$ cat config.mk
export PLATFORM = sky130hd
export DESIGN_NAME = checksummed_word_frame_receiver_unit_flat
export DESIGN_NICKNAME = d
export VERILOG_FILES = /design/src/rtl/cwfr_pkg.sv /design/src/rtl/cwfr_if.sv /design/src/rtl/cwfr_ram.sv /design/src/rtl/cwfr_front.sv /design/src/rtl/cwfr_desc_fifo.sv /design/src/rtl/cwfr_back.sv /design/src/rtl/checksummed_word_frame_receiver_unit.sv /design/src/flat_wrapper.sv
export SDC_FILE = /design/constraint.sdc
export NUM_CORES = 1
export LEC_CHECK = 0
export ABC_CLOCK_PERIOD_IN_PS = 5300
export BUFFER_PORTS_ARGS = -buffer_cell sky130_fd_sc_hd__buf_4
export CAP_MARGIN = 30
export CORE_UTILIZATION = 60
export DETAILED_ROUTE_END_ITERATION = 8
export GPL_TIMING_DRIVEN = 1
export PLACE_DENSITY = 0.88
export SKIP_CTS_REPAIR_TIMING = 1
export SYNTH_ARGS = -nofsm -noshare
export SYNTH_HDL_FRONTEND = slang
export SYNTH_HIERARCHICAL = 1
export SYNTH_SLANG_ARGS = --single-unit
$ cat constraint.sdc
create_clock -name clk_i -period 5.3 [get_ports clk_i]
set_clock_uncertainty 0.05 [all_clocks]
set_input_delay 0.265 -clock clk_i [delete_from_list [all_inputs] [get_ports clk_i]]
set_output_delay 0.265 -clock clk_i [all_outputs]
set_load 0.02 [all_outputs]
$ cat src/rtl/cwfr_pkg.sv
// Shared constants and types of the checksummed word frame receiver.
package cwfr_pkg;

  localparam int MAX_WORDS_DEF = 32;
  localparam int WORD_IDX_W    = 7;
  localparam int CFG_IDX_W     = 2;
  localparam int NUM_BANKS     = 2;

  localparam logic [7:0] FIRST_HDR_RST  = 8'hEB;
  localparam logic [7:0] SECOND_HDR_RST = 8'h90;
  localparam logic [7:0] TAIL_RST       = 8'hBE;

  localparam logic [CFG_IDX_W-1:0] REG_FIRST_HDR  = 2'd0;
  localparam logic [CFG_IDX_W-1:0] REG_SECOND_HDR = 2'd1;
  localparam logic [CFG_IDX_W-1:0] REG_TAIL       = 2'd2;

  // One accepted frame waiting for emission.
  typedef struct packed {
    logic [WORD_IDX_W-1:0] word_count;
    logic                  signed_flag;
    logic                  bank;
  } desc_t;

endpackage

$ cat src/rtl/cwfr_if.sv
// Channel interfaces for the received bytes, the decoded words and register writes.
interface cwfr_in_if;
  logic       valid;
  logic       ready;
  logic [7:0] rx_byte;
  modport source (output valid, output rx_byte, input ready);
  modport sink (input valid, input rx_byte, output ready);
endinterface

interface cwfr_out_if;
  logic        valid;
  logic        ready;
  logic [15:0] word_value;
  logic [6:0]  word_index;
  logic        is_signed;
  logic        has_word;
  logic        last;
  modport source (output valid, output word_value, output word_index, output is_signed,
                  output has_word, output last, input ready);
  modport sink (input valid, input word_value, input word_index, input is_signed,
                input has_word, input last, output ready);
endinterface

interface cwfr_cfg_if;
  logic       valid;
  logic       ready;
  logic [1:0] index;
  logic [7:0] data;
  modport source (output valid, output index, output data, input ready);
  modport sink (input valid, input index, input data, output ready);
endinterface

$ cat src/rtl/cwfr_ram.sv
// Generic single write port, single read port RAM with registered read data.
module cwfr_ram #(
  parameter int Width = 8,
  parameter int Depth = 64,
  localparam int AddrW = (Depth > 1) ? $clog2(Depth) : 1
) (
  input  logic             clk_i,
  input  logic             we_i,
  input  logic [AddrW-1:0] waddr_i,
  input  logic [Width-1:0] wdata_i,
  input  logic             re_i,
  input  logic [AddrW-1:0] raddr_i,
  output logic [Width-1:0] rdata_o
);

  logic [Width-1:0] mem_q [Depth];

  always_ff @(posedge clk_i) begin
    if (we_i) begin
      mem_q[waddr_i] <= wdata_i;
    end
    if (re_i) begin
      rdata_o <= mem_q[raddr_i];
    end
  end

endmodule

$ cat src/rtl/cwfr_front.sv
// Frame parser: hunts for headers, stores data bytes and queues checked frames.
module cwfr_front import cwfr_pkg::*; #(
  parameter int MaxWords = MAX_WORDS_DEF,
  localparam int AddrW = $clog2(2 * MaxWords)
) (
  input  logic             clk_i,
  input  logic             rst_ni,
  cwfr_in_if.sink          in_i,
  cwfr_cfg_if.sink         cfg_i,
  output logic             wr_en_o,
  output logic             wr_odd_o,
  output logic [AddrW-1:0] wr_addr_o,
  output logic [7:0]       wr_data_o,
  output logic             push_o,
  output desc_t            desc_o,
  input  logic             done_i
);

  typedef enum logic [2:0] {
    PH_HUNT,
    PH_COUNT,
    PH_DATA,
    PH_CSUM,
    PH_TAIL
  } phase_e;

  phase_e                phase_q, phase_d;
  logic [7:0]            bc_q, bc_d;
  logic [WORD_IDX_W-1:0] wc_q, wc_d;
  logic                  sf_q, sf_d;
  logic [7:0]            sum_q, sum_d;
  logic [7:0]            rsum_q, rsum_d;
  logic                  bank_q, bank_d;
  logic [1:0]            in_use_q, in_use_d;
  logic [7:0]            hdr1_q, hdr2_q, tail_q;
  logic                  accept;
  logic [7:0]            b;
  logic [8:0]            bc_next;

  assign cfg_i.ready = 1'b1;
  // A frame may only be parsed while one of the two payload banks is free.
  assign in_i.ready  = (in_use_q != 2'(NUM_BANKS));
  assign accept      = in_i.valid & in_i.ready;
  assign b           = in_i.rx_byte;
  assign bc_next     = {1'b0, bc_q} + 9'd1;

  assign wr_odd_o  = bc_q[0];
  assign wr_data_o = b;
  assign wr_addr_o = (bank_q ? AddrW'(MaxWords) : AddrW'(0)) + AddrW'(bc_q[7:1]);
  assign desc_o    = '{word_count: wc_q, signed_flag: sf_q, bank: bank_q};

  always_comb begin
    phase_d = phase_q;
    bc_d    = bc_q;
    wc_d    = wc_q;
    sf_d    = sf_q;
    sum_d   = sum_q;
    rsum_d  = rsum_q;
    bank_d  = bank_q;
    wr_en_o = 1'b0;
    push_o  = 1'b0;
    if (accept) begin
      case (phase_q)
        PH_HUNT: begin
          if (bc_q == 8'd0) begin
            if (b == hdr1_q) begin
              bc_d = 8'd1;
            end
          end else begin
            // The byte after a first header byte is consumed either way.
            bc_d = 8'd0;
            if (b == hdr2_q) begin
              phase_d = PH_COUNT;
            end
          end
        end
        PH_COUNT: begin
          wc_d  = b[7:1];
          sf_d  = b[0];
          sum_d = 8'd0;
          bc_d  = 8'd0;
          if (b[7:1] > WORD_IDX_W'(MaxWords)) begin
            phase_d = PH_HUNT;
          end else if (b[7:1] == '0) begin
            phase_d = PH_CSUM;
          end else begin
            phase_d = PH_DATA;
          end
        end
        PH_DATA: begin
          wr_en_o = 1'b1;
          sum_d   = sum_q + b;
          bc_d    = bc_next[7:0];
          if (bc_next >= {1'b0, wc_q, 1'b0}) begin
            phase_d = PH_CSUM;
          end
        end
        PH_CSUM: begin
          rsum_d  = b;
          phase_d = PH_TAIL;
        end
        PH_TAIL: begin
          if ((b == tail_q) && (sum_q == rsum_q)) begin
            push_o = 1'b1;
            bank_d = ~bank_q;
          end
          phase_d = PH_HUNT;
          bc_d    = 8'd0;
        end
        default: begin
          phase_d = PH_HUNT;
          bc_d    = 8'd0;
        end
      endcase
    end
    in_use_d = in_use_q + {1'b0, push_o} - {1'b0, done_i};
  end

  always_ff @(posedge clk_i or negedge rst_ni) begin
    if (!rst_ni) begin
      phase_q  <= PH_HUNT;
      bc_q     <= 8'd0;
      wc_q     <= '0;
      sf_q     <= 1'b0;
      sum_q    <= 8'd0;
      rsum_q   <= 8'd0;
      bank_q   <= 1'b0;
      in_use_q <= 2'd0;
      hdr1_q   <= FIRST_HDR_RST;
      hdr2_q   <= SECOND_HDR_RST;
      tail_q   <= TAIL_RST;
    end else begin
      phase_q  <= phase_d;
      bc_q     <= bc_d;
      wc_q     <= wc_d;
      sf_q     <= sf_d;
      sum_q    <= sum_d;
      rsum_q   <= rsum_d;
      bank_q   <= bank_d;
      in_use_q <= in_use_d;
      if (cfg_i.valid) begin
        case (cfg_i.index)
          REG_FIRST_HDR:  hdr1_q <= cfg_i.data;
          REG_SECOND_HDR: hdr2_q <= cfg_i.data;
          REG_TAIL:       tail_q <= cfg_i.data;
          default: ;
        endcase
      end
    end
  end

endmodule

$ cat src/rtl/cwfr_desc_fifo.sv
// Two-entry queue of checked frames between the parser and the word emitter.
module cwfr_desc_fifo import cwfr_pkg::*; (
  input  logic  clk_i,
  input  logic  rst_ni,
  input  logic  push_i,
  input  desc_t desc_i,
  input  logic  pop_i,
  output logic  valid_o,
  output desc_t desc_o
);

  desc_t      entry_q [NUM_BANKS];
  logic       wptr_q, rptr_q;
  logic [1:0] count_q;

  assign valid_o = (count_q != 2'd0);
  assign desc_o  = entry_q[rptr_q];

  // The parser never holds more checked frames than there are banks, so no full check.
  always_ff @(posedge clk_i or negedge rst_ni) begin
    if (!rst_ni) begin
      wptr_q  <= 1'b0;
      rptr_q  <= 1'b0;
      count_q <= 2'd0;
    end else begin
      if (push_i) begin
        wptr_q <= ~wptr_q;
      end
      if (pop_i) begin
        rptr_q <= ~rptr_q;
      end
      count_q <= count_q + {1'b0, push_i} - {1'b0, pop_i};
    end
  end

  always_ff @(posedge clk_i) begin
    if (push_i) begin
      entry_q[wptr_q] <= desc_i;
    end
  end

endmodule

$ cat src/rtl/cwfr_back.sv
// Word emitter: reads a checked frame's bytes and presents them as result items.
module cwfr_back import cwfr_pkg::*; #(
  parameter int MaxWords = MAX_WORDS_DEF,
  localparam int AddrW = $clog2(2 * MaxWords)
) (
  input  logic             clk_i,
  input  logic             rst_ni,
  input  logic             desc_valid_i,
  input  desc_t            desc_i,
  output logic             pop_o,
  output logic             rd_en_o,
  output logic [AddrW-1:0] rd_addr_o,
  input  logic [7:0]       rd_lo_i,
  input  logic [7:0]       rd_hi_i,
  output logic             done_o,
  cwfr_out_if.source       out_o
);

  typedef enum logic [1:0] {
    S_IDLE,
    S_READ,
    S_LOAD
  } state_e;

  state_e                state_q;
  desc_t                 cur_q;
  logic [WORD_IDX_W-1:0] k_q;
  logic                  ov_q;
  logic [15:0]           val_q;
  logic [WORD_IDX_W-1:0] idx_q;
  logic                  sgn_q, hw_q, last_q;
  logic                  out_free;
  logic                  is_last;

  assign out_free  = !ov_q || out_o.ready;
  assign is_last   = ({1'b0, k_q} + 8'd1) == {1'b0, cur_q.word_count};
  assign rd_addr_o = (cur_q.bank ? AddrW'(MaxWords) : AddrW'(0)) + AddrW'(k_q);
  assign rd_en_o   = (state_q == S_READ) && out_free;
  assign pop_o     = (state_q == S_IDLE) && desc_valid_i &&
                     ((desc_i.word_count != '0) || out_free);
  assign done_o    = ((state_q == S_IDLE) && pop_o && (desc_i.word_count == '0)) ||
                     ((state_q == S_LOAD) && is_last);

  assign out_o.valid      = ov_q;
  assign out_o.word_value = val_q;
  assign out_o.word_index = idx_q;
  assign out_o.is_signed  = sgn_q;
  assign out_o.has_word   = hw_q;
  assign out_o.last       = last_q;

  always_ff @(posedge clk_i or negedge rst_ni) begin
    if (!rst_ni) begin
      state_q <= S_IDLE;
      ov_q    <= 1'b0;
      cur_q   <= '0;
      k_q     <= '0;
      val_q   <= '0;
      idx_q   <= '0;
      sgn_q   <= 1'b0;
      hw_q    <= 1'b0;
      last_q  <= 1'b0;
    end else begin
      if (out_o.ready) begin
        ov_q <= 1'b0;
      end
      case (state_q)
        S_IDLE: begin
          if (pop_o) begin
            cur_q <= desc_i;
            k_q   <= '0;
            if (desc_i.word_count == '0) begin
              ov_q   <= 1'b1;
              val_q  <= 16'd0;
              idx_q  <= '0;
              sgn_q  <= desc_i.signed_flag;
              hw_q   <= 1'b0;
              last_q <= 1'b1;
            end else begin
              state_q <= S_READ;
            end
          end
        end
        S_READ: begin
          if (rd_en_o) begin
            state_q <= S_LOAD;
          end
        end
        S_LOAD: begin
          // The read was only issued with the output register free by now.
          ov_q   <= 1'b1;
          val_q  <= {rd_hi_i, rd_lo_i};
          idx_q  <= k_q;
          sgn_q  <= cur_q.signed_flag;
          hw_q   <= 1'b1;
          last_q <= is_last;
          k_q    <= k_q + 1'b1;
          state_q <= is_last ? S_IDLE : S_READ;
        end
        default: begin
          state_q <= S_IDLE;
        end
      endcase
    end
  end

endmodule

$ cat src/rtl/checksummed_word_frame_receiver_unit.sv
// Top level of the checksummed word frame receiver.
// Received bytes are taken one per cycle while byte input is not stalled, and a checked
// frame's words then come out one at a time, each through a registered read of the two
// payload RAMs and then the output register; an empty frame gives its single marker item
// straight from the idle state. The payload store has two banks, so the parser runs ahead
// into the next frame while the emitter drains the last one; byte input stalls only while
// two checked frames are not yet fully emitted. Register writes are taken in every cycle,
// and writes to an index beyond the tail register are ignored.
module checksummed_word_frame_receiver_unit import cwfr_pkg::*; #(
  parameter int MAX_WORDS = MAX_WORDS_DEF
) (
  input  logic       clk_i,
  input  logic       rst_ni,
  cwfr_in_if.sink    in_i,
  cwfr_cfg_if.sink   cfg_i,
  cwfr_out_if.source out_o
);

  localparam int Depth = 2 * MAX_WORDS;
  localparam int AddrW = $clog2(Depth);

  logic             wr_en, wr_odd, push, done, pop, desc_valid, rd_en;
  logic [AddrW-1:0] wr_addr, rd_addr;
  logic [7:0]       wr_data, rd_lo, rd_hi;
  desc_t            desc_in, desc_out;

  cwfr_front #(.MaxWords(MAX_WORDS)) u_front (
    .clk_i,
    .rst_ni,
    .in_i,
    .cfg_i,
    .wr_en_o   (wr_en),
    .wr_odd_o  (wr_odd),
    .wr_addr_o (wr_addr),
    .wr_data_o (wr_data),
    .push_o    (push),
    .desc_o    (desc_in),
    .done_i    (done)
  );

  cwfr_desc_fifo u_fifo (
    .clk_i,
    .rst_ni,
    .push_i  (push),
    .desc_i  (desc_in),
    .pop_i   (pop),
    .valid_o (desc_valid),
    .desc_o  (desc_out)
  );

  // Even-numbered data bytes are the low halves of words, odd-numbered the high halves.
  cwfr_ram #(.Width(8), .Depth(Depth)) u_ram_lo (
    .clk_i,
    .we_i    (wr_en & ~wr_odd),
    .waddr_i (wr_addr),
    .wdata_i (wr_data),
    .re_i    (rd_en),
    .raddr_i (rd_addr),
    .rdata_o (rd_lo)
  );

  cwfr_ram #(.Width(8), .Depth(Depth)) u_ram_hi (
    .clk_i,
    .we_i    (wr_en & wr_odd),
    .waddr_i (wr_addr),
    .wdata_i (wr_data),
    .re_i    (rd_en),
    .raddr_i (rd_addr),
    .rdata_o (rd_hi)
  );

  cwfr_back #(.MaxWords(MAX_WORDS)) u_back (
    .clk_i,
    .rst_ni,
    .desc_valid_i (desc_valid),
    .desc_i       (desc_out),
    .pop_o        (pop),
    .rd_en_o      (rd_en),
    .rd_addr_o    (rd_addr),
    .rd_lo_i      (rd_lo),
    .rd_hi_i      (rd_hi),
    .done_o       (done),
    .out_o
  );

endmodule
$ cat src/flat_wrapper.sv
// flat-port wrapper written by rule: the top's interface ports become plain ports
module checksummed_word_frame_receiver_unit_flat import cwfr_pkg::*;
#(
  parameter int MAX_WORDS = MAX_WORDS_DEF
)
  (clk_i, rst_ni, in_i_valid, in_i_rx_byte, in_i_ready, cfg_i_valid, cfg_i_index, cfg_i_data, cfg_i_ready, out_o_valid, out_o_word_value, out_o_word_index, out_o_is_signed, out_o_has_word, out_o_last, out_o_ready);
  cwfr_in_if in_i_i ();
  cwfr_cfg_if cfg_i_i ();
  cwfr_out_if out_o_i ();
  input  logic clk_i;
  input  logic rst_ni;
  input wire logic [$bits(in_i_i.valid)-1:0] in_i_valid;
  input wire logic [$bits(in_i_i.rx_byte)-1:0] in_i_rx_byte;
  output wire logic [$bits(in_i_i.ready)-1:0] in_i_ready;
  input wire logic [$bits(cfg_i_i.valid)-1:0] cfg_i_valid;
  input wire logic [$bits(cfg_i_i.index)-1:0] cfg_i_index;
  input wire logic [$bits(cfg_i_i.data)-1:0] cfg_i_data;
  output wire logic [$bits(cfg_i_i.ready)-1:0] cfg_i_ready;
  output wire logic [$bits(out_o_i.valid)-1:0] out_o_valid;
  output wire logic [$bits(out_o_i.word_value)-1:0] out_o_word_value;
  output wire logic [$bits(out_o_i.word_index)-1:0] out_o_word_index;
  output wire logic [$bits(out_o_i.is_signed)-1:0] out_o_is_signed;
  output wire logic [$bits(out_o_i.has_word)-1:0] out_o_has_word;
  output wire logic [$bits(out_o_i.last)-1:0] out_o_last;
  input wire logic [$bits(out_o_i.ready)-1:0] out_o_ready;
  assign in_i_i.valid = in_i_valid;
  assign in_i_i.rx_byte = in_i_rx_byte;
  assign in_i_ready = in_i_i.ready;
  assign cfg_i_i.valid = cfg_i_valid;
  assign cfg_i_i.index = cfg_i_index;
  assign cfg_i_i.data = cfg_i_data;
  assign cfg_i_ready = cfg_i_i.ready;
  assign out_o_valid = out_o_i.valid;
  assign out_o_word_value = out_o_i.word_value;
  assign out_o_word_index = out_o_i.word_index;
  assign out_o_is_signed = out_o_i.is_signed;
  assign out_o_has_word = out_o_i.has_word;
  assign out_o_last = out_o_i.last;
  assign out_o_i.ready = out_o_ready;
  checksummed_word_frame_receiver_unit #(.MAX_WORDS(MAX_WORDS)) u_core (.clk_i(clk_i), .rst_ni(rst_ni), .in_i(in_i_i), .cfg_i(cfg_i_i), .out_o(out_o_i));
endmodule
Word level (Yosys, flattened, before mapping)
Memory sizes are Yosys's and may differ from the RTL's. A register that Yosys moved wholly into a read port is not among the register bits. Cells that the tools add are included.

Add/subtract/negate cells: 10. Magnitude comparators: 2. Eq/ne operators: 22. Multiplexer cells: 49. Bitwise gates (word level): 8. Reductions and logical operators: 34.

Operators with widths (number): equality test 8 bit (4); two-way mux 16 bit (2); case mux 16 bit (2 select lines) (1); case mux 7 bit (2 select lines) (2); case mux 8 bit (3 select lines) (1); two-way mux 1 bit (22); two-way mux 7 bit (3); two-way mux 8 bit (2); case mux 8 bit (2 select lines) (1); AND reduction 2 bit (8); zero test 7 bit (2); adder 6 bit (2); two-way mux 6 bit (2); != test 2 bit (second input constant) (6); case mux 3 bit (4 select lines) (1); AND reduction 3 bit (4); adder 8 x 1 -> 9 bit (second input constant) (1); >= comparator 9 x 8 -> 1 bit (1); two-way mux 3 bit (3); adder 7 x 1 -> 8 bit (second input constant) (1); adder 8 bit (1); equality test 8 x 7 -> 1 bit (1); zero test 8 bit (1); two-way mux 2 bit (4); other kinds (23) (49).

Bits in registers: 111. Memory bits (writable): 1042. Bits of input ports: 23. Output and inout bits: 29. Word-level logic and storage cells: 153. Memories: 3.

Memories: u_core.u_ram_hi.mem_q (words 64, width 8, rd ports 1, clocked after Yosys merged registers in 1, write ports 1, line cwfr_ram.sv:16) `logic [Width-1:0] mem_q [Depth];`; u_core.u_ram_lo.mem_q (words 64, width 8, rd ports 1, clocked after Yosys merged registers in 1, write ports 1, line cwfr_ram.sv:16); u_core.u_fifo.entry_q (words 2, width 9, rd ports 1, clocked after Yosys merged registers in 0, write ports 1, line cwfr_desc_fifo.sv:12) `desc_t entry_q [NUM_BANKS];`.

Logic depth before layout (Yosys ltp)
Depth in word-level cells: 8. Depth in mapped cells: 11.

Hierarchy
The synthesis kept the hierarchy.

Modules (own cells, without submodules): cwfr_ram (times used 2, cells each 940, area each 20246.9 sq um, seq. area each 15615.0 sq um); cwfr_front (times used 1, cells each 329, area each 3734.8 sq um, seq. area each 1569.0 sq um); cwfr_back (times used 1, cells each 167, area each 1994.4 sq um, seq. area each 1126.1 sq um); cwfr_desc_fifo (times used 1, cells each 42, area each 879.6 sq um, seq. area each 640.6 sq um); checksummed_word_frame_receiver_unit (times used 1, cells each 2, area each 16.3 sq um, seq. area each 0.0 sq um).

Worst setup path before layout
OpenSTA, ideal clock, no wires.

Kind: register to register. From: register u_core.u_front.in_use_q[1]. To: memory u_core.u_ram_hi.mem_q[62][0], enable pin. Library setup time: 0.371 ns. Arrival time: 2.149 ns. Setup slack: 2.731 ns. Stages on the path, launching flop included: 11. Buffers on the path: 2. Clock period less this slack: 2.569 ns. Path through: dfrtp_1 -> nand2b_4 -> and2_1 -> buf_6 -> nand3_2 -> inv_2 -> buf_2 -> and2_2 -> nor2b_1 -> nand3_1 -> nor2_1.

Word-level cells in the longest chain between the ends: 6.

RTL lines: start: declaration (line cwfr_front.sv:34) `logic [1:0] in_use_q, in_use_d;`; start signal: assignment (line cwfr_front.sv:140) `in_use_q <= in_use_d;`; != test 2 bit (line cwfr_front.sv:42) `assign in_i.ready = (in_use_q != 2'(NUM_BANKS));`; named net in_i_ready (line flat_wrapper.sv:14) `output wire logic [$bits(in_i_i.ready)-1:0] in_i_ready;`; bitwise AND 1 bit (line cwfr_front.sv:43) `assign accept = in_i.valid & in_i.ready;`; two-way mux 1 bit (line cwfr_front.sv:62) `if (accept) begin`; named net u_core.wr_en (line checksummed_word_frame_receiver_unit.sv:22) `logic wr_en, wr_odd, push, done, pop, desc_valid, rd_en;`; bitwise AND 1 bit (line checksummed_word_frame_receiver_unit.sv:64) `.we_i (wr_en & wr_odd),`; two-way mux 1 bit (line cwfr_ram.sv:19) `if (we_i) begin`; two-way mux 1 bit (not written as such) (line cwfr_ram.sv:20) `mem_q[waddr_i] <= wdata_i;`; end: declaration (line cwfr_ram.sv:16).

The timed path passes the listed nets, and every way through them passes these cells.

Final worst setup path
From: register u_core.u_front.in_use_q[1]. To: memory u_core.u_ram_hi.mem_q[58][4], enable pin.

Word-level cells in the longest chain between the ends: 6.

RTL lines (line): != test 2 bit (cwfr_front.sv:42); bitwise AND 1 bit (cwfr_front.sv:43); two-way mux 1 bit (cwfr_front.sv:62); named net u_core.wr_en (checksummed_word_frame_receiver_unit.sv:22); bitwise AND 1 bit (checksummed_word_frame_receiver_unit.sv:64); two-way mux 1 bit (cwfr_ram.sv:19); two-way mux 1 bit (not written as such) (cwfr_ram.sv:20).

The timed path passes the listed nets, and every way through them passes these cells.

==> out/qor.yml <==
htree_levels: 3
vias: 26200
clk_pin_slew_ps: 70
cts_tree: "done"
ys.flop_type: "edfxtp_1"
timing.final.crit_share_pct: 75.2
die_area_mm2: 0.0797
die-width_um: 282
synth_top_area_share_pct: 67.4
cp-start-kind: "register"
critPathMaxFanout: 12
synth_warnings: 6
worstMarginPinSlew_ps: 1340
ys_top_cells_by_count: "1058 x edfxtp_1, 252 x mux4_2, 181 x nor2_1"
status: "complete, no violations"
post_drt_wl_per_cell_um: 34.1
hpwl_um: 65900
critPathArrivalTime_ps: 4220
place_congestion: 0.882
path_delay_family: "simple AND/OR/NAND/NOR gates"
core_mm2: 0.0776
yosysMostFrequentCell: "edfxtp_1"
netlist_instances: 2420
async_flop_share_pct: 9.50
area_growth_pct: 10.1
ant_nets: 0
leakage_nw: 16.5
drt_wl_total_um: 123000
port_buffers: 50
root_buffer: "clkbuf_16"
required_ps: 5540
cts_buffers: 108
path_cells: "nand2b_4 > and2_1 > nand3_2 > inv_2 > and2_2 > nor2b_1 > nand2_1 > nor2_1"
drt_iter0_drc: 4272
setup_viol: 0
grt_max_degree: 94
synth_largest_area_cell: "edfxtp_1"
initial_utilization_pct: 60.7
drc: 0
cp_slowest_cell: "nor2_1"
fin_total_pwr_mw: 23.4
relSlewSlack_pct: 8.61
synth-seq-cells: 1169
vdd_ir_drop_max_mv: 0.321
syn_area_mm2: 0.0471
cp-end-kind: "register"
grt_antenna_before_repair: 4
slowest_delay_ps: 910
pwr_density_cell_mw_per_mm2: 452
synth_enable_flop_cells: 1058
grt_overflow_total: 0
ys_types: 84
crit_type: "reg -> reg"
firstDrtPassIters: 7
grt_pass1_vias: 26000
maxClockFrequency_mhz: 251
vias_per_cell: 7.26
grt_pass1_wl_um: 176000
rows: 102
clock_latency_ps: 690
avgSynthCellArea_um2: 19.5
slew_viol_final: 0
antennaDiodeCount: 0
rsz0062_at_grt: "false"
finalNetCount: 2529
syn_nets: 2465
cts_max_path_buffers: 3
hold_class: "in -> reg"
hold_violations: 0
max_cap_viol_count: 0
path_buf_inv: 1
fin_setup_tns_ps: 0
layout_min_cycle_time_ps: 3990
synth_area_leaders: "edfxtp_1 67%, mux4_2 12%, dfrtp_1 5.2%"
cts.sinks: 1169
ios: 52
yosysSeqAreaShare_pct: 73.4
grt_usage_pct: 30.8
drive_above_1_share_pct: 24.4
die_y_um: 282
==> sequential cells by signal (all words and copies together) (netlist names), 3 cells and up <==
register / cells
u_core/u_ram_hi/rdata_o: 8
u_core/u_front/phase_q: 3
u_core/u_front/wc_q: 7
u_core/u_front/bc_q: 8
u_core/u_ram_hi/mem_q: 512
u_core/u_front/sum_q: 8
u_core/u_front/hdr1_q: 8
u_core/u_front/tail_q: 8
u_core/u_ram_lo/mem_q: 512
u_core/u_back/out_o.word_value: 16
u_core/u_front/rsum_q: 8
u_core/u_front/hdr2_q: 8
u_core/u_back/cur_q: 9
u_core/u_back/k_q: 7
u_core/u_ram_lo/rdata_o: 8
u_core/u_back/out_o.word_index: 7
u_core/u_fifo/entry_q: 18
==> cell usage in the layout, fill, tap and decap left out, drive strengths merged, types with 21 or more instances in the layout <==
| cell | n |
|---|---|
| edfxtp | 1058 |
| mux4 | 252 |
| nor2 | 182 |
| clkbuf | 131 |
| dfrtp | 97 |
| buf | 88 |
| mux2 | 84 |
| nand2 | 72 |
| clkinv | 54 |
| mux2i | 48 |
| o21ai | 37 |
| nand3 | 35 |
| xnor2 | 33 |
| nor2b | 31 |
| a22o | 29 |
| xor2 | 29 |
| nor3 | 23 |
| inv | 23 |
| ha | 21 |
==> path summary, 6_finish.rpt <==
kind | startpoint | to | slack (ps) | cells after the start
min in group asynchronous | rst_ni | u_core/u_back/out_o.last | 180 | 2
worst min register to register | u_core/u_ram_lo/rdata_o[7] | u_core/u_back/out_o.word_value[7] | 420 | 1
worst max register to register | u_core/u_front/in_use_q[1] | u_core/u_ram_hi/mem_q[58][4] | 1310 | 8
worst max-delay path | u_core/u_front/in_use_q[1] | u_core/u_ram_hi/mem_q[58][4] | 1310 | 8
worst min-delay path | cfg_i_index[0] | u_core/u_front/hdr1_q[6] | 30 | 3
max in group asynchronous | rst_ni | u_core/u_back/k_q[1] | 3650 | 3
==> area by class of cell <==
cell class	instances	area, um^2
sequential	1169	34600
inverter	19	71.3
fill	4427	25700
clock buffer	131	2880
tap	1040	1300
multi-input combinational	1087	11600
clock inverter	68	563
timing repair buffer	99	923
==> stage by stage <==
stage                     hold slack [ps]  util, %  worst slack, ps  instance area, um^2  std cells
after floorplan                     -80.6        -             2730                47100       2420
after global placement                292     62.1             1750                48200       3395
after detailed placement              318     62.2             1630                48300       3402
after CTS                            -397     66.7             1520                51700       3601
after global routing                 7.98     66.9             1240                51900       3613
final                                25.5     66.9             1310                51900       3613
==> power by group <==
group / switching (mW) / leakage [nW] / internal (mW)
clock network: 3.46 / 1.69 / 4.23
registers: 0.532 / 10.9 / 10.5
logic: 2.61 / 3.93 / 2.09
total: 6.60 / 16.5 / 16.8
==> tightest hold or removal path: cells and delay by family <==
kind	cells	cell delay [ps]
simple gates	1	100
mux	1	240
buf+inv	1	90
==> per-layer routing <==
metal,GRT usage [%],part of all wire (%),vias up
met3,6.72,13,521
met2,51.0,49,2612
met5,0,0.027,-
met4,13.6,5.5,4
met1,39.6,33,13200
li1,-,-,9878
==> cells by family after synthesis <==
| logic type | after synthesis | share of synthesized area (%) |
|---|---|---|
| AO/OA/AOI/OAI | 198 | 3.13 |
| other | 1 | 0.00796 |
| flip-flops | 1169 | 73.4 |
| AND/OR/NAND/NOR | 419 | 4.36 |
| multiplexers | 384 | 15.1 |
| XOR/XNOR | 63 | 1.27 |
| adder cells (fa/ha/maj) | 22 | 0.600 |
| buffers and inverters | 164 | 2.14 |
Power figures use the tool's default switching activity.
